### src/rtl/core/hgoc_pkg.sv
// Shared types, constants and codes of the height grid obstacle classifier.
package hgoc_pkg;

  // Grid geometry
  localparam int unsigned MaxRows = 64;
  localparam int unsigned MaxCols = 64;
  localparam int unsigned Depth   = MaxRows * MaxCols;
  localparam int unsigned AddrW   = $clog2(Depth);
  localparam int unsigned RowW    = (MaxRows > 1) ? $clog2(MaxRows) : 1;
  localparam int unsigned ColW    = $clog2(MaxCols);

  // Field widths
  localparam int unsigned CoordW  = 16;
  localparam int unsigned FracW   = 8;
  localparam int unsigned InvW    = 16;
  localparam int unsigned ThrW    = 15;
  localparam int unsigned CntW    = 7;
  localparam int unsigned IdxW    = 6;
  localparam int unsigned ClassW  = 2;

  // Binning arithmetic: signed coordinate times unsigned reciprocal
  localparam int unsigned ProdW   = CoordW + InvW + 1;
  localparam int unsigned ShiftW  = 2 * FracW;
  localparam int unsigned BinW    = ProdW - ShiftW;

  // Configuration port
  localparam int unsigned NumRegs  = 6;
  localparam int unsigned CfgDataW = 32;
  localparam int unsigned PaddrW   = $clog2(NumRegs * 4);
  localparam int unsigned RegIdxW  = PaddrW - 2;

  typedef enum logic [RegIdxW-1:0] {
    REG_INV_CELL_SIZE = 3'd0,
    REG_SPREAD_LIMIT  = 3'd1,
    REG_GROUND_LOW    = 3'd2,
    REG_GROUND_HIGH   = 3'd3,
    REG_ROWS_IN_USE   = 3'd4,
    REG_COLS_IN_USE   = 3'd5
  } reg_e;

  typedef enum logic {
    OP_ADD  = 1'b0,
    OP_READ = 1'b1
  } op_e;

  typedef enum logic [ClassW-1:0] {
    CLASS_UNKNOWN  = 2'd0,
    CLASS_GROUND   = 2'd1,
    CLASS_OBSTACLE = 2'd2
  } cell_class_e;

  typedef enum logic [1:0] {
    ST_CLEAR,
    ST_IDLE,
    ST_LOOKUP,
    ST_UPDATE
  } state_e;

  typedef struct packed {
    logic                     op;
    logic                     point_valid;
    logic signed [CoordW-1:0] point_x;
    logic signed [CoordW-1:0] point_y;
    logic signed [CoordW-1:0] point_z;
    logic [IdxW-1:0]          query_row;
    logic [IdxW-1:0]          query_col;
  } in_item_t;

  typedef struct packed {
    logic                     in_grid;
    logic [IdxW-1:0]          cell_row;
    logic [IdxW-1:0]          cell_col;
    logic [ClassW-1:0]        cell_class;
    logic signed [CoordW-1:0] min_z;
    logic signed [CoordW-1:0] max_z;
  } out_item_t;

  typedef struct packed {
    logic [InvW-1:0]          inv_cell_size;
    logic [ThrW-1:0]          spread_limit;
    logic signed [CoordW-1:0] ground_low;
    logic signed [CoordW-1:0] ground_high;
    logic [CntW-1:0]          rows_in_use;
    logic [CntW-1:0]          cols_in_use;
  } cfg_t;

  // One word of the cell memory
  typedef struct packed {
    logic                     occupied;
    logic signed [CoordW-1:0] min_h;
    logic signed [CoordW-1:0] max_h;
  } cell_t;

  // Binned item handed from the binner to the update stage
  typedef struct packed {
    logic                     op;
    logic                     hit;
    logic [IdxW-1:0]          row;
    logic [IdxW-1:0]          col;
    logic [AddrW-1:0]         addr;
    logic signed [CoordW-1:0] z;
  } bin_t;

endpackage

### src/rtl/core/hgoc_binner.sv
// Point binning: registered coordinate products, then cell index and range check.
module hgoc_binner (
  input  logic               clk_i,
  input  logic               load_i,
  input  hgoc_pkg::in_item_t item_i,
  input  hgoc_pkg::cfg_t     cfg_i,
  output hgoc_pkg::bin_t     bin_o
);
  import hgoc_pkg::*;

  in_item_t                item_q;
  logic signed [ProdW-1:0] prod_x_q;
  logic signed [ProdW-1:0] prod_y_q;

  logic signed [BinW-1:0]  row_s;
  logic signed [BinW-1:0]  col_s;
  logic signed [BinW-1:0]  col_off;
  logic [BinW-1:0]         rows_raw;
  logic [BinW-1:0]         cols_raw;
  logic [BinW-1:0]         rows_eff;
  logic [BinW-1:0]         cols_eff;
  logic [BinW-1:0]         half;
  logic                    add_hit;
  logic                    query_hit;
  logic [BinW-1:0]         row_sel;
  logic [BinW-1:0]         col_sel;
  logic [RowW-1:0]         row_idx;
  logic [ColW-1:0]         col_idx;

  // Capture the item and scale both coordinates on a transfer
  always_ff @(posedge clk_i) begin
    if (load_i) begin
      item_q   <= item_i;
      prod_x_q <= item_i.point_x * $signed({1'b0, cfg_i.inv_cell_size});
      prod_y_q <= item_i.point_y * $signed({1'b0, cfg_i.inv_cell_size});
    end
  end

  // Floor of the Q16 products is the arithmetic top slice
  assign row_s = $signed(prod_x_q[ProdW-1:ShiftW]);
  assign col_s = $signed(prod_y_q[ProdW-1:ShiftW]);

  // Clamp the grid size
  assign rows_raw = BinW'(cfg_i.rows_in_use);
  assign cols_raw = BinW'(cfg_i.cols_in_use);

  always_comb begin
    if (rows_raw == '0) begin
      rows_eff = BinW'(1);
    end else if (rows_raw > BinW'(MaxRows)) begin
      rows_eff = BinW'(MaxRows);
    end else begin
      rows_eff = rows_raw;
    end
    if (cols_raw < BinW'(2)) begin
      cols_eff = BinW'(2);
    end else if (cols_raw > BinW'(MaxCols)) begin
      cols_eff = BinW'(MaxCols);
    end else begin
      cols_eff = cols_raw;
    end
  end

  assign half    = cols_eff >> 1;
  assign col_off = col_s + $signed(half);

  // Keep a valid point that lands inside the grid
  assign add_hit = item_q.point_valid
                && !row_s[BinW-1]
                && (row_s < $signed(rows_eff))
                && (col_s >= -$signed(half))
                && (col_s < $signed(half));

  // Answer a query only inside the grid in use
  assign query_hit = (BinW'(item_q.query_row) < rows_eff)
                  && (BinW'(item_q.query_col) < cols_eff);

  always_comb begin
    if (item_q.op == OP_READ) begin
      row_sel = BinW'(item_q.query_row);
      col_sel = BinW'(item_q.query_col);
    end else begin
      row_sel = $unsigned(row_s);
      col_sel = $unsigned(col_off);
    end
  end

  assign row_idx = row_sel[RowW-1:0];
  assign col_idx = col_sel[ColW-1:0];

  // Form the binned item
  always_comb begin
    bin_o.op   = item_q.op;
    bin_o.z    = item_q.point_z;
    bin_o.addr = AddrW'(AddrW'(row_idx) * AddrW'(MaxCols) + AddrW'(col_idx));
    if (item_q.op == OP_READ) begin
      bin_o.hit = query_hit;
      bin_o.row = item_q.query_row;
      bin_o.col = item_q.query_col;
    end else begin
      bin_o.hit = add_hit;
      bin_o.row = add_hit ? row_sel[IdxW-1:0] : '0;
      bin_o.col = add_hit ? col_sel[IdxW-1:0] : '0;
    end
  end

endmodule

### config.mk
export PLATFORM = sky130hd
export DESIGN_NAME = hgoc_binner
export DESIGN_NICKNAME = d
export VERILOG_FILES = /design/src/rtl/core/hgoc_pkg.sv /design/src/rtl/core/hgoc_binner.sv
export SDC_FILE = /design/constraint.sdc
export NUM_CORES = 1
export LEC_CHECK = 0
export ABC_AREA = 1
export BUFFER_PORTS_ARGS = -buffer_cell sky130_fd_sc_hd__buf_2
export CAP_MARGIN = 20
export CORE_MARGIN = 4
export CORE_UTILIZATION = 65
export DETAILED_ROUTE_END_ITERATION = 8
export GPL_TIMING_DRIVEN = 0
export MAX_ROUTING_LAYER = met4
export PLACE_DENSITY = 0.86
export SYNTH_ARGS = -nofsm -noshare
export SYNTH_HDL_FRONTEND = slang
export SYNTH_SLANG_ARGS = --single-unit
### constraint.sdc
create_clock -name clk_i -period 19.1 [get_ports clk_i]
set_clock_uncertainty 0.1 [all_clocks]
set_input_delay 3.82 -clock clk_i [delete_from_list [all_inputs] [get_ports clk_i]]
set_output_delay 3.82 -clock clk_i [all_outputs]
set_load 0.03 [all_outputs]
==> flow_summary.rst <==
.. list-table::
   :header-rows: 1

   * - Metric
     - Value
   * - Synthesis-to-layout area growth
     - 6.43%
   * - Weighted congestion reported at the end of routability-driven placement
     - 1.02
   * - Average via count per standard cell
     - 5.50
   * - Bufs on Longest Clock Path
     - 2
   * - Clock-pin transition on the worst setup and hold timing paths
     - around 0.060 ns
   * - Number of max-slew violations in the final report
     - 0
   * - Number of enable-type register cells in the synthesized netlist
     - 64
   * - Post-synth top area cell
     - sky130_fd_sc_hd__fa_1
   * - Hold WC Path Type
     - input port to register
   * - Number of I/O port buffers
     - 107
   * - Endpoint kind of the worst setup timing path
     - output port
   * - Pin count of the biggest net entering global routing
     - 44
   * - Share of final-layout standard cells stronger than drive strength 1
     - 0.0555
   * - Number of sinks handled by clock tree synthesis
     - 64
   * - Setup TNS Final
     - 0 ns
   * - Setup CP Type
     - input port to output port
   * - Via count of the routed design
     - slightly below 20000
   * - Max-cap violations
     - 0
   * - Arrival time at the worst endpoint
     - 7.18 ns
   * - Sequential cell area fraction in the yosys report
     - 0.0846
   * - Top cells by instance count after synthesis
     - 877 x sky130_fd_sc_hd__inv_1, 825 x sky130_fd_sc_hd__nand2_1, 387 x sky130_fd_sc_hd__fa_1, 283 x sky130_fd_sc_hd__ha_1, 140 x sky130_fd_sc_hd__nor2_1
   * - Number of antenna violations at the first check in global routing
     - 2
   * - Leading cell type by number of instances after synthesis
     - sky130_fd_sc_hd__inv_1
   * - Top-area cell type share of the netlist area
     - 0.341
   * - Number of placement rows
     - 68
   * - Routing usage on met2
     - 0.604
   * - Core footprint
     - 34500 um2
   * - Achievable frequency
     - 90.1 MHz
   * - Overflow left after global routing
     - 0
   * - Hpwl dp
     - 54500 um
   * - Met3 Usage GRT
     - 0.0604
   * - Via count of the first global-routing pass
     - 21094
   * - DR DRC count
     - 0
   * - Sum of routed wire length over all layers
     - ~65000 um
   * - Clock tree from TritonCTS
     - done
   * - Initial Utilization
     - 0.658
   * - Count of routing violations after the opening detailed-route iteration
     - 1468
   * - Post-Syn Area per Cell
     - approximately 7.5 um2
   * - H-tree level count
     - 3
   * - WL per Instance
     - roughly 18 um
   * - Total Routing Usage GR
     - 0.356
   * - Post-cts gate resize count
     - 0
   * - Horizontal die dimension
     - 195 um
   * - Hold path startpoint
     - item_i[21]
   * - Grt peak-use layer
     - met2
   * - Area of the die
     - 38000 um2
   * - Antenna Violating Nets Remaining
     - 0
   * - Mapped cell area
     - between 20000 and 25000 um2
   * - Global-route wire length before repair
     - approximately 100000 um
   * - Critical Path RT
     - around 15 ns
   * - Distinct cells, synth
     - 43
   * - Layout net count
     - roughly 4000
   * - Post CTS Setup Buffer Count
     - 0
   * - Instance count of the mapped netlist
     - just over 3000
   * - Minimum clock period after layout
     - ~11 ns
   * - Boundary Pins
     - 183
   * - Cts bufs inserted
     - 9
   * - Dominant synthesized flop cell
     - sky130_fd_sc_hd__edfxtp_1
   * - Transition time of the tightest slew-check pin
     - 1.09 ns
   * - CP Launch Point
     - cfg_i[6]
   * - Hold Fails Final Rpt
     - 0
   * - Unrepaired setup endpoints after global routing
     - false
   * - Outcome
     - completed
   * - Worst Path Max Fanout
     - 10
   * - Global routing usage on met1
     - 0.409
   * - Top cells by area, synth
     - sky130_fd_sc_hd__fa_1 34%, sky130_fd_sc_hd__ha_1 16%, sky130_fd_sc_hd__inv_1 14%
   * - Async set or reset register ratio after synthesis
     - 0
   * - Hold depth
     - 1
   * - Number of hold-repair buffers added at the cts stage
     - 0
   * - Relative slew slack
     - 0.274
   * - Number of endpoints failing setup at the final stage
     - 0
   * - Master cell of the clock root buffer
     - sky130_fd_sc_hd__clkbuf_16
   * - Post-route fraction of the period consumed by the critical path
     - 0.581
   * - Die Ht
     - 195 um
   * - FF+latch count, synth
     - 64
   * - Type of element launching the critical path
     - input port
   * - 1st-pass router iterations
     - 6
   * - Warnings from Yosys
     - 0
kinds of logic after synthesis:
family / Yosys count / share of synthesized area
xor gates and xnor gates: 19 / 0.00732
DFF: 64 / 0.0846
and+or+nand+nor: 1089 / 0.190
buffers and inverters: 1009 / 0.170
AOI/OAI and AO/OA: 174 / 0.0507
other: 1 / 0.000165
adders and majority gates: 670 / 0.497
final cells by class:
cell class                      instances  area (um2)
Multi-Input combinational cell       1956       16900
Fill cell                            2876       10400
Inverter                              879        3300
Sequential cell                        64        1920
Buffer                                130         576
Tap cell                              455         569
Timing Repair Buffer                  108         556
Clock buffer                           10         229
Clock inverter                          6        83.8
Antenna cell                            5        12.5
state kept, by name, summed over array words and instances, names as in the netlist:
name / flops
prod_x_q: 17
item_q: 13
bin_o: 17
prod_y_q: 17
worst paths after layout:
| check | end |
|---|---|
| max | bin_o[39] |
| min | bin_o[9]$_DFFE_PP_ |
metal layers:
metal | share of wire | vias to the layer above | routed length (um)
met2 | 0.49 | 1010 | 31900
li1 | - | 9019 | -
met1 | 0.36 | 9510 | 23100
met5 | 0 | - | 0
met3 | 0.088 | 335 | 5720
met4 | 0.065 | 0 | 4220
worst max-delay path: stages:
cell and delay, ns:
sky130_fd_sc_hd__clkbuf_1 0.31, sky130_fd_sc_hd__nor2_1 0.09, sky130_fd_sc_hd__o21ai_0 0.46, sky130_fd_sc_hd__ha_1 0.29, sky130_fd_sc_hd__nand3_1 0.14, sky130_fd_sc_hd__nor3_1 0.38, sky130_fd_sc_hd__ha_1 0.36, sky130_fd_sc_hd__nand2_1 0.13
sky130_fd_sc_hd__inv_1 0.05, sky130_fd_sc_hd__nand2_1 0.06, sky130_fd_sc_hd__nand2_1 0.04, sky130_fd_sc_hd__a21oi_1 0.18, sky130_fd_sc_hd__nand4_1 0.14, sky130_fd_sc_hd__nand2_2 0.16, sky130_fd_sc_hd__nand2_4 0.08, sky130_fd_sc_hd__buf_12 0.16
sky130_fd_sc_hd__o21bai_4 0.11, sky130_fd_sc_hd__buf_2 0.21
cells in the final DEF (no fill, tap or decap), types with 19 or more instances in the layout:
| cell type | instances |
|---|---|
| sky130_fd_sc_hd__buf_2 | 107 |
| sky130_fd_sc_hd__a21oi_1 | 75 |
| sky130_fd_sc_hd__clkbuf_1 | 106 |
| sky130_fd_sc_hd__fa_1 | 387 |
| sky130_fd_sc_hd__nor3_1 | 21 |
| sky130_fd_sc_hd__o21ai_0 | 34 |
| sky130_fd_sc_hd__nor2_1 | 140 |
| sky130_fd_sc_hd__edfxtp_1 | 64 |
| sky130_fd_sc_hd__buf_4 | 19 |
| sky130_fd_sc_hd__ha_1 | 283 |
| sky130_fd_sc_hd__inv_1 | 877 |
| sky130_fd_sc_hd__nand2_1 | 825 |
| sky130_fd_sc_hd__nand3_1 | 60 |
per-stage QoR:
step                 util  instance area (um2)  hold WS, ns  setup WS (ns)  cells
floorplan               -                22700         3.82           8.67   3029
global placement    0.690                23800         3.90           8.14   3591
detailed placement  0.691                23900         3.90           8.09   3592
CTS                 0.700                24200         3.54           8.09   3608
global route        0.700                24200         3.55           7.81   3610
finish              0.700                24200         3.55           8.00   3613
Power is not shown: default switching activity piles up to over one toggle a cycle in this logic, so the estimate is an artifact.
