==> config.mk <==
export PLATFORM = sky130hd
export DESIGN_NAME = hgoc_cfg_regs
export DESIGN_NICKNAME = d
export VERILOG_FILES = /design/src/rtl/core/hgoc_pkg.sv /design/src/rtl/core/hgoc_cfg_regs.sv
export SDC_FILE = /design/constraint.sdc
export NUM_CORES = 1
export LEC_CHECK = 0
export BUFFER_PORTS_ARGS = -buffer_cell sky130_fd_sc_hd__buf_2
export CORE_ASPECT_RATIO = 0.6
export CORE_MARGIN = 5
export CORE_UTILIZATION = 49
export CTS_CLUSTER_DIAMETER = 50
export DETAILED_ROUTE_END_ITERATION = 7
export HOLD_SLACK_MARGIN = 0.05
export PLACE_DENSITY_LB_ADDON = 0.3
export SYNTH_ARGS = -nofsm -noshare
export SYNTH_HDL_FRONTEND = slang
export SYNTH_SLANG_ARGS = --single-unit
==> constraint.sdc <==
create_clock -name clk_i -period 1.8 [get_ports clk_i]
set_clock_uncertainty 0.2 [all_clocks]
set_input_delay 0.09 -clock clk_i [delete_from_list [all_inputs] [get_ports clk_i]]
set_output_delay 0.09 -clock clk_i [all_outputs]
set_load 0.03 [all_outputs]
==> src/rtl/core/hgoc_pkg.sv <==
// Shared types, constants and codes of the height grid obstacle classifier.
package hgoc_pkg;

  // Grid geometry
  localparam int unsigned MaxRows = 64;
  localparam int unsigned MaxCols = 64;
  localparam int unsigned Depth   = MaxRows * MaxCols;
  localparam int unsigned AddrW   = $clog2(Depth);
  localparam int unsigned RowW    = (MaxRows > 1) ? $clog2(MaxRows) : 1;
  localparam int unsigned ColW    = $clog2(MaxCols);

  // Field widths
  localparam int unsigned CoordW  = 16;
  localparam int unsigned FracW   = 8;
  localparam int unsigned InvW    = 16;
  localparam int unsigned ThrW    = 15;
  localparam int unsigned CntW    = 7;
  localparam int unsigned IdxW    = 6;
  localparam int unsigned ClassW  = 2;

  // Binning arithmetic: signed coordinate times unsigned reciprocal
  localparam int unsigned ProdW   = CoordW + InvW + 1;
  localparam int unsigned ShiftW  = 2 * FracW;
  localparam int unsigned BinW    = ProdW - ShiftW;

  // Configuration port
  localparam int unsigned NumRegs  = 6;
  localparam int unsigned CfgDataW = 32;
  localparam int unsigned PaddrW   = $clog2(NumRegs * 4);
  localparam int unsigned RegIdxW  = PaddrW - 2;

  typedef enum logic [RegIdxW-1:0] {
    REG_INV_CELL_SIZE = 3'd0,
    REG_SPREAD_LIMIT  = 3'd1,
    REG_GROUND_LOW    = 3'd2,
    REG_GROUND_HIGH   = 3'd3,
    REG_ROWS_IN_USE   = 3'd4,
    REG_COLS_IN_USE   = 3'd5
  } reg_e;

  typedef enum logic {
    OP_ADD  = 1'b0,
    OP_READ = 1'b1
  } op_e;

  typedef enum logic [ClassW-1:0] {
    CLASS_UNKNOWN  = 2'd0,
    CLASS_GROUND   = 2'd1,
    CLASS_OBSTACLE = 2'd2
  } cell_class_e;

  typedef enum logic [1:0] {
    ST_CLEAR,
    ST_IDLE,
    ST_LOOKUP,
    ST_UPDATE
  } state_e;

  typedef struct packed {
    logic                     op;
    logic                     point_valid;
    logic signed [CoordW-1:0] point_x;
    logic signed [CoordW-1:0] point_y;
    logic signed [CoordW-1:0] point_z;
    logic [IdxW-1:0]          query_row;
    logic [IdxW-1:0]          query_col;
  } in_item_t;

  typedef struct packed {
    logic                     in_grid;
    logic [IdxW-1:0]          cell_row;
    logic [IdxW-1:0]          cell_col;
    logic [ClassW-1:0]        cell_class;
    logic signed [CoordW-1:0] min_z;
    logic signed [CoordW-1:0] max_z;
  } out_item_t;

  typedef struct packed {
    logic [InvW-1:0]          inv_cell_size;
    logic [ThrW-1:0]          spread_limit;
    logic signed [CoordW-1:0] ground_low;
    logic signed [CoordW-1:0] ground_high;
    logic [CntW-1:0]          rows_in_use;
    logic [CntW-1:0]          cols_in_use;
  } cfg_t;

  // One word of the cell memory
  typedef struct packed {
    logic                     occupied;
    logic signed [CoordW-1:0] min_h;
    logic signed [CoordW-1:0] max_h;
  } cell_t;

  // Binned item handed from the binner to the update stage
  typedef struct packed {
    logic                     op;
    logic                     hit;
    logic [IdxW-1:0]          row;
    logic [IdxW-1:0]          col;
    logic [AddrW-1:0]         addr;
    logic signed [CoordW-1:0] z;
  } bin_t;

endpackage

==> src/rtl/core/hgoc_cfg_regs.sv <==
// APB configuration registers of the grid classifier.
module hgoc_cfg_regs (
  input  logic                          clk_i,
  input  logic                          rst_ni,
  input  logic                          psel,
  input  logic                          penable,
  input  logic                          pwrite,
  input  logic [hgoc_pkg::PaddrW-1:0]   paddr,
  input  logic [hgoc_pkg::CfgDataW-1:0] pwdata,
  output logic [hgoc_pkg::CfgDataW-1:0] prdata,
  output logic                          pready,
  output hgoc_pkg::cfg_t                cfg_o
);
  import hgoc_pkg::*;

  cfg_t               cfg_q, cfg_d;
  logic [RegIdxW-1:0] reg_idx;
  logic               wr_en;

  assign pready  = 1'b1;
  assign reg_idx = paddr[PaddrW-1:2];
  assign wr_en   = psel && penable && pwrite && pready;

  // Decode the write transfer
  always_comb begin
    cfg_d = cfg_q;
    if (wr_en) begin
      case (reg_idx)
        REG_INV_CELL_SIZE: cfg_d.inv_cell_size = pwdata[InvW-1:0];
        REG_SPREAD_LIMIT:  cfg_d.spread_limit  = pwdata[ThrW-1:0];
        REG_GROUND_LOW:    cfg_d.ground_low    = pwdata[CoordW-1:0];
        REG_GROUND_HIGH:   cfg_d.ground_high   = pwdata[CoordW-1:0];
        REG_ROWS_IN_USE:   cfg_d.rows_in_use   = pwdata[CntW-1:0];
        REG_COLS_IN_USE:   cfg_d.cols_in_use   = pwdata[CntW-1:0];
        default:           cfg_d = cfg_q;
      endcase
    end
  end

  always_ff @(posedge clk_i or negedge rst_ni) begin
    if (!rst_ni) begin
      cfg_q.inv_cell_size <= InvW'(1280);
      cfg_q.spread_limit  <= ThrW'(38);
      cfg_q.ground_low    <= -CoordW'(23);
      cfg_q.ground_high   <= CoordW'(15);
      cfg_q.rows_in_use   <= CntW'(MaxRows);
      cfg_q.cols_in_use   <= CntW'(MaxCols);
    end else begin
      cfg_q <= cfg_d;
    end
  end

  // Read back
  always_comb begin
    case (reg_idx)
      REG_INV_CELL_SIZE: prdata = CfgDataW'(cfg_q.inv_cell_size);
      REG_SPREAD_LIMIT:  prdata = CfgDataW'(cfg_q.spread_limit);
      REG_GROUND_LOW:    prdata = CfgDataW'($unsigned(cfg_q.ground_low));
      REG_GROUND_HIGH:   prdata = CfgDataW'($unsigned(cfg_q.ground_high));
      REG_ROWS_IN_USE:   prdata = CfgDataW'(cfg_q.rows_in_use);
      REG_COLS_IN_USE:   prdata = CfgDataW'(cfg_q.cols_in_use);
      default:           prdata = '0;
    endcase
  end

  assign cfg_o = cfg_q;

endmodule

==> impl_metrics.toml, run 1 <==
[drt]
dr.pass1.iters = 4
vias_per_cell = 5.24
drc_errors = 0
drt_wl_total_mm = 10.1
detail-route-antenna-nets = 0
via_count = 2791
drt_iter0_drc = 155
wl_per_cell_um = 19.0

[hold_path]
min_from = "paddr[3]"
min_path_type = "input pin to flop"

[placement]
gp_congestion = 0.773
hpwl_mm = 7.06
io_buffers = 116

[floorplanning]
die_h_um = 77.9
rows = 24
fp.dieW_um = 123
start_util_pct = 51.0
ios = 152
core_um2 = 7390
dieArea_um2 = 9600

[yosys]
synth_area_leaders = "dfrtp_1 (35%), mux2_2 (20%), dfstp_2 (17%), mux2i_1 (5.0%), mux4_2 (4.8%)"
synthTopCellsByCount = "mux2_2 (67), dfrtp_1 (53), dfstp_2 (24)"
synth.yosys.warnings = 0
syn_inst = 260
ys_seq_elements = 77
avgSynthCellArea_um2 = 14.5
yosysMostFrequentCell = "mux2_2"
netlist.area_leader.share_pct = 35.2
synth_edf_count = 0
synth_area_um2 = 3770
yosysUniqueCellTypes = 30
ys.flop_type = "dfrtp_1"
async_reset_ff_share_pct = 100
yosysSeqAreaShare_pct = 51.9
synth_top_area_cell = "dfrtp_1"

[critical_path]
cp.arrival_ns = 1.49
reg2reg_from = "cfg_o[35]"
crit_end = "prdata[5]"
critical_path_class = "flop to primary output"
rr_worst_depth = 3
cp-end-kind = "primary output"
cp.required_ns = 1.51
r2r_end = "cfg_o[35]"
cp-start-kind = "flop"
path_max_fanout = 2
r2r_setup_slack_ns = 0.63
cp-startpoint = "cfg_o[35]"

[timing]
relSlewSlack_pct = 58.0
fmax_mhz = 561
fin_crit_sh_pct = 99.0
min_period_ns = 1.78
finalHoldViolations = 0
grt_setup_unrepaired = "true"
report.final.slew_viol_count = 0
setup_violations = 0
fin_setup_tns_ns = 0
worst_pin_slew_ns = 0.630

[pwr]
vdd_drop_max_mv = 0.689
p_leak_nw = 2.64
p_total_w = 0.00679
p_per_area_nw_per_um2 = 1290

[clock_network]
cts_tree = "yes"
cts_max_path_buffers = 2
cts-buffers-inserted = 9
htree_levels = 3
worstSkewPairLatency_ns = 0.32
cts_sinks = 77
cts-root-buf = "clkbuf_16"
path_clk_slew_ns = 0.06

[final_layout]
area_growth_pct = 40.2
antenna_cells = 0
largest_reg_flops = 77
nNetsFinal = 466
drive_gt1_share_pct = 66.4

[grt]
grt_pass1_vias = 2917
gr-total-overflow = 0
grt_pass1_wl_mm = 16.0
antenna_found_initial = 0
grtUsageTotal_pct = 21.6
grt_max_degree = 48

[job]
maxCapViolCount = 0

[run_status]
run_status = "complete, no violations"
routing by layer:
metal	up-vias	part of all wire, %	wire [µm]	global-route usage, %
met5	-	0	0	0
met4	0	1.3	131	5.97
met3	15	7.4	750	5.45
met2	111	47	4820	35.2
met1	1417	44	4450	28.8
li1	1248	-	-	-
cell type report:
| type | count | area, µm² |
|---|---|---|
| clock buffers | 11 | 233 |
| clock inverters | 5 | 125 |
| fillers | 521 | 2100 |
| inverters | 2 | 7.51 |
| multi-input cells | 164 | 1690 |
| flip-flops and latches | 77 | 1960 |
| well taps | 104 | 130 |
| repair buffers | 170 | 1140 |
through the flow:
step	util (%)	worst slack (ns)	hold slack (ns)	std cells	instance area (µm²)
floorplan	-	0.112	-0.406	275	3820
global placement	61.5	0.183	-0.150	484	4540
detailed placement	61.5	0.173	-0.147	484	4540
CTS	69.3	-0.0137	0.165	522	5120
global route	71.5	-0.0270	0.185	533	5280
finish	71.5	0.0185	0.167	533	5280
what timing repair did:
| item | CTS | global route |
|---|---|---|
| pin swaps | 0 | 1 |
| hold endpoints to repair | 141 | 0 |
| buffers inserted | 3 | 11 |
| hold buffers | 19 | 0 |
| resized for setup | 4 | 32 |
| endpoints found under the setup margin | 3 | 24 |
worst max-delay path: stages, from the launching register on:
cell	delay, ns
dfstp_2	0.55
mux2i_2	0.07
o32a_1	0.29
o21ai_1	0.08
buf_4	0.18
cells in the final DEF, fill, tap and decap left out, types with 4 or more instances in the layout:
cell type	count
dfrtp_1	53
dfstp_2	24
nor2b_1	5
dlygate4sd3_1	18
clkbuf_16	9
conb_1	17
mux2_2	67
buf_6	5
buf_2	103
mux2i_1	18
bufinv_16	4
mux4_2	8
buf_4	38
mux2_4	10
buf_12	4
o21a_1	4
power by group:
group	switching (W)	internal, W
Clock	0.000662	0.00149
Sequential	0.000268	0.00215
Combinational	0.00134	0.000876
cells by family (layout without fill, tap and decap cells):
group	Yosys count	after routing	synth area share, %
multiplexers	104	104	33.8
flip-flops	77	77	51.9
buffers and inverters	34	188	5.81
AND/OR/NAND/NOR	29	29	5.31
AO/OA/AOI/OAI	14	14	2.92
other	2	17	0.199
worst min-delay path by stage:
stage / endpoint / slack, ns / cells past startpoint
floorplan: cfg_o[0] / -0.41 / 0
global placement: cfg_o[28] / -0.15 / 1
detailed placement: cfg_o[28] / -0.15 / 1
CTS: cfg_o[31] / 0.16 / 4
global route: cfg_o[31] / 0.19 / 4
finish: cfg_o[31] / 0.17 / 4
Note: power is estimated with default switching activity, not from simulation.
==> run 2, diff against run 1 <==
--- a/config.mk
+++ b/config.mk
@@ -12,7 +12,7 @@
 export CTS_CLUSTER_DIAMETER = 50
 export DETAILED_ROUTE_END_ITERATION = 7
 export HOLD_SLACK_MARGIN = 0.05
-export PLACE_DENSITY_LB_ADDON = 0.3
+export PLACE_DENSITY = 0.85
 export SYNTH_ARGS = -nofsm -noshare
 export SYNTH_HDL_FRONTEND = slang
 export SYNTH_SLANG_ARGS = --single-unit
==> run 2 against run 1 <==
Effect of this change:
- global-route usage fell by 1.4 points
- wire length fell by 4.6%
- maximum frequency fell by 0.57%
- hold slack got worse by 0.086 ns
- utilization fell by 1.7 points
- combinational power fell by 2%
- cell area fell by 2.3%
- non-clock buffer count fell by 5
- critical endpoint is now prdata[1]
- clock power fell by 13%
- die area did not move
- flip-flop and latch count did not move
==> impl_metrics.toml, run 2 (synthesis gave the netlist of run 1 again) <==
[floorplanning]
core_um2 = 7390
start_util_pct = 51.0
die_h_um = 77.9
dieArea_um2 = 9600
fp.dieW_um = 123
ios = 152
rows = 24

[drt]
drt_iter0_drc = 148
detail-route-antenna-nets = 0
vias_per_cell = 5.16
drc_errors = 0
dr.pass1.iters = 4
via_count = 2727
drt_wl_total_mm = 9.68
wl_per_cell_um = 18.3

[critical_path]
cp.arrival_ns = 1.50
cp-end-kind = "primary output"
path_max_fanout = 3
critical_path_class = "flop to primary output"
reg2reg_from = "cfg_o[54]"
cp-startpoint = "cfg_o[47]"
cp.required_ns = 1.51
cp-start-kind = "flop"

[hold_path]
min_path_type = "input pin to async pin"

[clock_network]
cts_sinks = 77
cts_max_path_buffers = 2
path_clk_slew_ns = 0.06
htree_levels = 3
worstSkewPairLatency_ns = 0.33
cts_tree = "yes"
cts-buffers-inserted = 9
cts-root-buf = "clkbuf_16"

[grt]
antenna_found_initial = 0
grt_pass1_vias = 2817
gr-total-overflow = 0
grt_max_degree = 40
grt_pass1_wl_mm = 15.0
grtUsageTotal_pct = 20.2

[run_status]
run_status = "complete, no violations"

[final_layout]
layout.cells.non_filler = 528
area_growth_pct = 37.0
largest_reg_flops = 77
nFillCells = 516
nNetsFinal = 461
final_common_cell = "buf_2"
seq_area_um2 = 1960
multi_input_area_um2 = 1700
final_util_pct = 69.9
final_cell_mix = "buf_2 (104), mux2_2 (67), dfrtp_1 (53)"
antenna_cells = 0
drive_gt1_share_pct = 66.7

[timing]
report.final.slew_viol_count = 0
fmax_mhz = 558
min_period_ns = 1.79
grt_setup_unrepaired = "true"
finalWorstSetupSlack_ns = 0.00832
finalHoldViolations = 0
worst_pin_slew_ns = 0.509
fin_crit_sh_pct = 99.5
relSlewSlack_pct = 66.0
setup_violations = 0

[pwr]
vdd_drop_max_mv = 0.751
p_leak_nw = 2.57
p_per_area_nw_per_um2 = 1250

[placement]
hpwl_mm = 6.97
dp.cells = 486
io_buffers = 116
place_ws_ns = 0.152
gp_congestion = 0.800

[job]
maxCapViolCount = 0
## run 2: stage by stage
step / area (µm²) / hold WS (ns) / total power [W] / TNS (ns)
2_1_floorplan: 3820 / -0.406 / 0.00384 / 0
3_3_place_gp: 4520 / -0.116 / 0.00440 / 0
3_5_place_dp: 4520 / -0.105 / 0.00447 / 0
4_1_cts: 5040 / 0.0824 / 0.00644 / -0.0215
5_1_grt: 5160 / 0.134 / 0.00676 / -0.183
6_report: 5160 / 0.0807 / 0.00648 / 0
## run 2: report_power, final
part           switching [W]  leakage [nW]  internal (W)  total (W)
Clock               0.000677         0.145       0.00121    0.00189
Sequential          0.000262         0.928       0.00215    0.00241
Combinational        0.00133          1.50      0.000847    0.00217
Total                0.00227          2.57       0.00421    0.00648
## run 2: routing by layer
layer | GRT usage, % | share of wire [%] | up-vias
li1 | - | - | 1237
met5 | 0 | 0 | -
met4 | 4.97 | 1.0 | 0
met1 | 25.9 | 43 | 1386
met3 | 6.61 | 6.7 | 9
met2 | 33.3 | 49 | 95
## run 2: path summary, 6_finish.rpt
path	to	slack, ns	cells after the start
worst max-delay path	prdata[1]	0.008	4
worst min-delay path	cfg_o[18]	0.08	2
max in group asynchronous	cfg_o[71]	0.66	3
worst max register to register	cfg_o[54]	0.70	2
min in group clk_i	cfg_o[3]	0.22	5
worst min register to register	cfg_o[57]	0.32	1
## run 2: layout make-up
cell class	instances	area share, %
clock inverters	6	1.70
flip-flops and latches	77	37.9
clock buffers	10	4.44
well taps	104	2.52
multi-input cells	164	32.9
inverters	2	0.145
repair buffers	165	20.4
## run 2: worst max-delay path, cell delays in order (launching register included)
cell      delay [ns]
dfstp_2         0.54
mux2i_1         0.07
or3_1           0.33
o221ai_2        0.08
buf_6           0.16
## run 2: what timing repair did
item,CTS,global route
endpoints found under the setup margin,5,10
buffers inserted,3,6
endpoints found under the hold margin,142,0
gates resized for setup,6,26
hold buffers,17,0
==> run 3, diff against run 2 <==
--- a/config.mk
+++ b/config.mk
@@ -13,6 +13,7 @@
 export DETAILED_ROUTE_END_ITERATION = 7
 export HOLD_SLACK_MARGIN = 0.05
 export PLACE_DENSITY = 0.85
+export SETUP_SLACK_MARGIN = 0.05
 export SYNTH_ARGS = -nofsm -noshare
 export SYNTH_HDL_FRONTEND = slang
 export SYNTH_SLANG_ARGS = --single-unit
==> run 3 against run 2 <==
Effect of this change:
- clock-buffer cell count unchanged
- sequential power is essentially flat
- cell area increased by 2.7%
- die area unchanged
- hold slack lost 0.0034 ns
- combinational power grew 6%
- global-route usage grew 0.41 points
- flip-flop and latch count unchanged
- critical path type unchanged
==> impl_metrics.toml, run 3 (synthesis gave the netlist of run 1 again) <==
[timing]
fin_crit_sh_pct = 99.8
finalHoldViolations = 0
setup_violations = 0
holdWs_ns = 0.0773
grt_setup_unrepaired = "true"
fmax_mhz = 557
worst_pin_slew_ns = 0.513
min_period_ns = 1.80
relSlewSlack_pct = 65.8
report.final.slew_viol_count = 0

[final_layout]
layout.cells.non_filler = 542
final_cell_mix = "buf_2 (102), mux2_2 (67), dfrtp_1 (53)"
antenna_cells = 0
multi_input_area_um2 = 1710
largest_reg_flops = 77
final_common_cell = "buf_2"
nFillCells = 501
area_growth_pct = 40.7
drive_gt1_share_pct = 68.3
seq_area_um2 = 1960
postLayoutCellArea_um2 = 5300
nNetsFinal = 475

[drt]
drc_errors = 0
via_count = 2759
vias_per_cell = 5.09
detail-route-antenna-nets = 0
wl_per_cell_um = 18.4
dr.pass1.iters = 4
drt_wl_total_mm = 10.0
drt_iter0_drc = 139

[floorplanning]
dieArea_um2 = 9600
core_um2 = 7390
fp.dieW_um = 123
die_h_um = 77.9
ios = 152
start_util_pct = 51.0
rows = 24

[clock_network]
cts_max_path_buffers = 2
cts-root-buf = "clkbuf_16"
worstSkewPairLatency_ns = 0.33
cts_sinks = 77
cts_tree = "yes"
htree_levels = 3
cts-buffers-inserted = 9
path_clk_slew_ns = 0.06

[critical_path]
critical_path_class = "flop to primary output"
cp-start-kind = "flop"
r2r_setup_slack_ns = 0.59
path_max_fanout = 3
reg2reg_from = "cfg_o[68]"
r2r_end = "cfg_o[68]"
crit_end = "prdata[1]"
cpPeakStageDelay_ns = 0.54
crit_chain = "mux2i_1, or3_1, o221ai_2, buf_6"
rr_worst_depth = 3
cp-end-kind = "primary output"
slowest_stage = "dfstp_2"
cp.arrival_ns = 1.51
cp-startpoint = "cfg_o[47]"
cp.required_ns = 1.51

[grt]
grt_pass1_wl_mm = 15.3
grt_max_degree = 40
grt_pass1_vias = 2911
gr-total-overflow = 0
antenna_found_initial = 0
grtUsageTotal_pct = 20.6

[placement]
gp_congestion = 0.800
dp.cells = 486
io_buffers = 116
placed_cell_area_um2 = 4520
hpwl_mm = 6.97

[pwr]
p_leak_nw = 2.65
p_per_area_nw_per_um2 = 1240
vdd_drop_max_mv = 0.748

[job]
maxCapViolCount = 0

[hold_path]
min_path_type = "input pin to async pin"

[run_status]
run_status = "complete, no violations"
run 3: cell types whose count changed in the layout (fill, tap and decap cells not counted):
cell,change
nor2b_1,-2
buf_6,+4
buf_4,+12
buf_2,-2
nor2b_4,+2
run 3: repair_timing:
| item | in CTS | in global routing |
|---|---|---|
| setup endpoints to repair | 10 | 13 |
| hold buffers | 17 | 0 |
| resized for setup | 11 | 27 |
| buffers inserted | 19 | 4 |
| gates cloned | 0 | 0 |
| pin swaps | 0 | 2 |
| hold endpoints to repair | 142 | 0 |
run 3: cell type report:
class | instances | area share [%]
Tap cell | 104 | 2.45
Clock inverter | 6 | 1.65
Inverter | 2 | 0.142
Timing Repair Buffer | 179 | 22.2
Multi-Input combinational cell | 164 | 32.3
Sequential cell | 77 | 36.9
Clock buffer | 10 | 4.32
run 3: worst min-delay path by stage:
stage	start	slack, ns	end
after CTS	rst_ni	0.08	cfg_o[18]
after global routing	rst_ni	0.13	cfg_o[18]
after detailed placement	rst_ni	-0.11	cfg_o[18]
final	rst_ni	0.08	cfg_o[18]
after floorplan	rst_ni	-0.41	cfg_o[0]
after global placement	rst_ni	-0.12	cfg_o[18]
run 3: power breakdown:
group	internal [W]	switching, W	total, W
clock	0.00121	0.000678	0.00189
sequential	0.00215	0.000255	0.00241
combinational	0.000938	0.00137	0.00231
total	0.00430	0.00230	0.00660
run 3: worst max-delay path, delay by kind of cell (launching register included):
family | cells | cell delay, ns
simple gates | 1 | 0.34
flops | 1 | 0.54
mux | 1 | 0.07
buf+inv | 1 | 0.16
compound gates | 1 | 0.08
run 3: stage by stage:
step	setup slack, ns	total power, W	utilization [%]	TNS, ns
4_1_cts	-0.0215	0.00655	70.0	-0.0215
6_report	0.00374	0.00660	71.8	0
5_1_grt	-0.0462	0.00689	71.8	-0.111
3_3_place_gp	0.158	0.00440	61.2	0
3_5_place_dp	0.152	0.00447	61.2	0
2_1_floorplan	0.112	0.00384	-	0
run 3: routing by layer:
layer | GRT usage, % | vias to the layer above | part of all wire (%)
met2 | 33.8 | 98 | 49
met4 | 5.52 | 0 | 1.3
met3 | 6.69 | 11 | 6.6
met1 | 26.4 | 1390 | 43
met5 | 0 | - | 0
li1 | - | 1260 | -
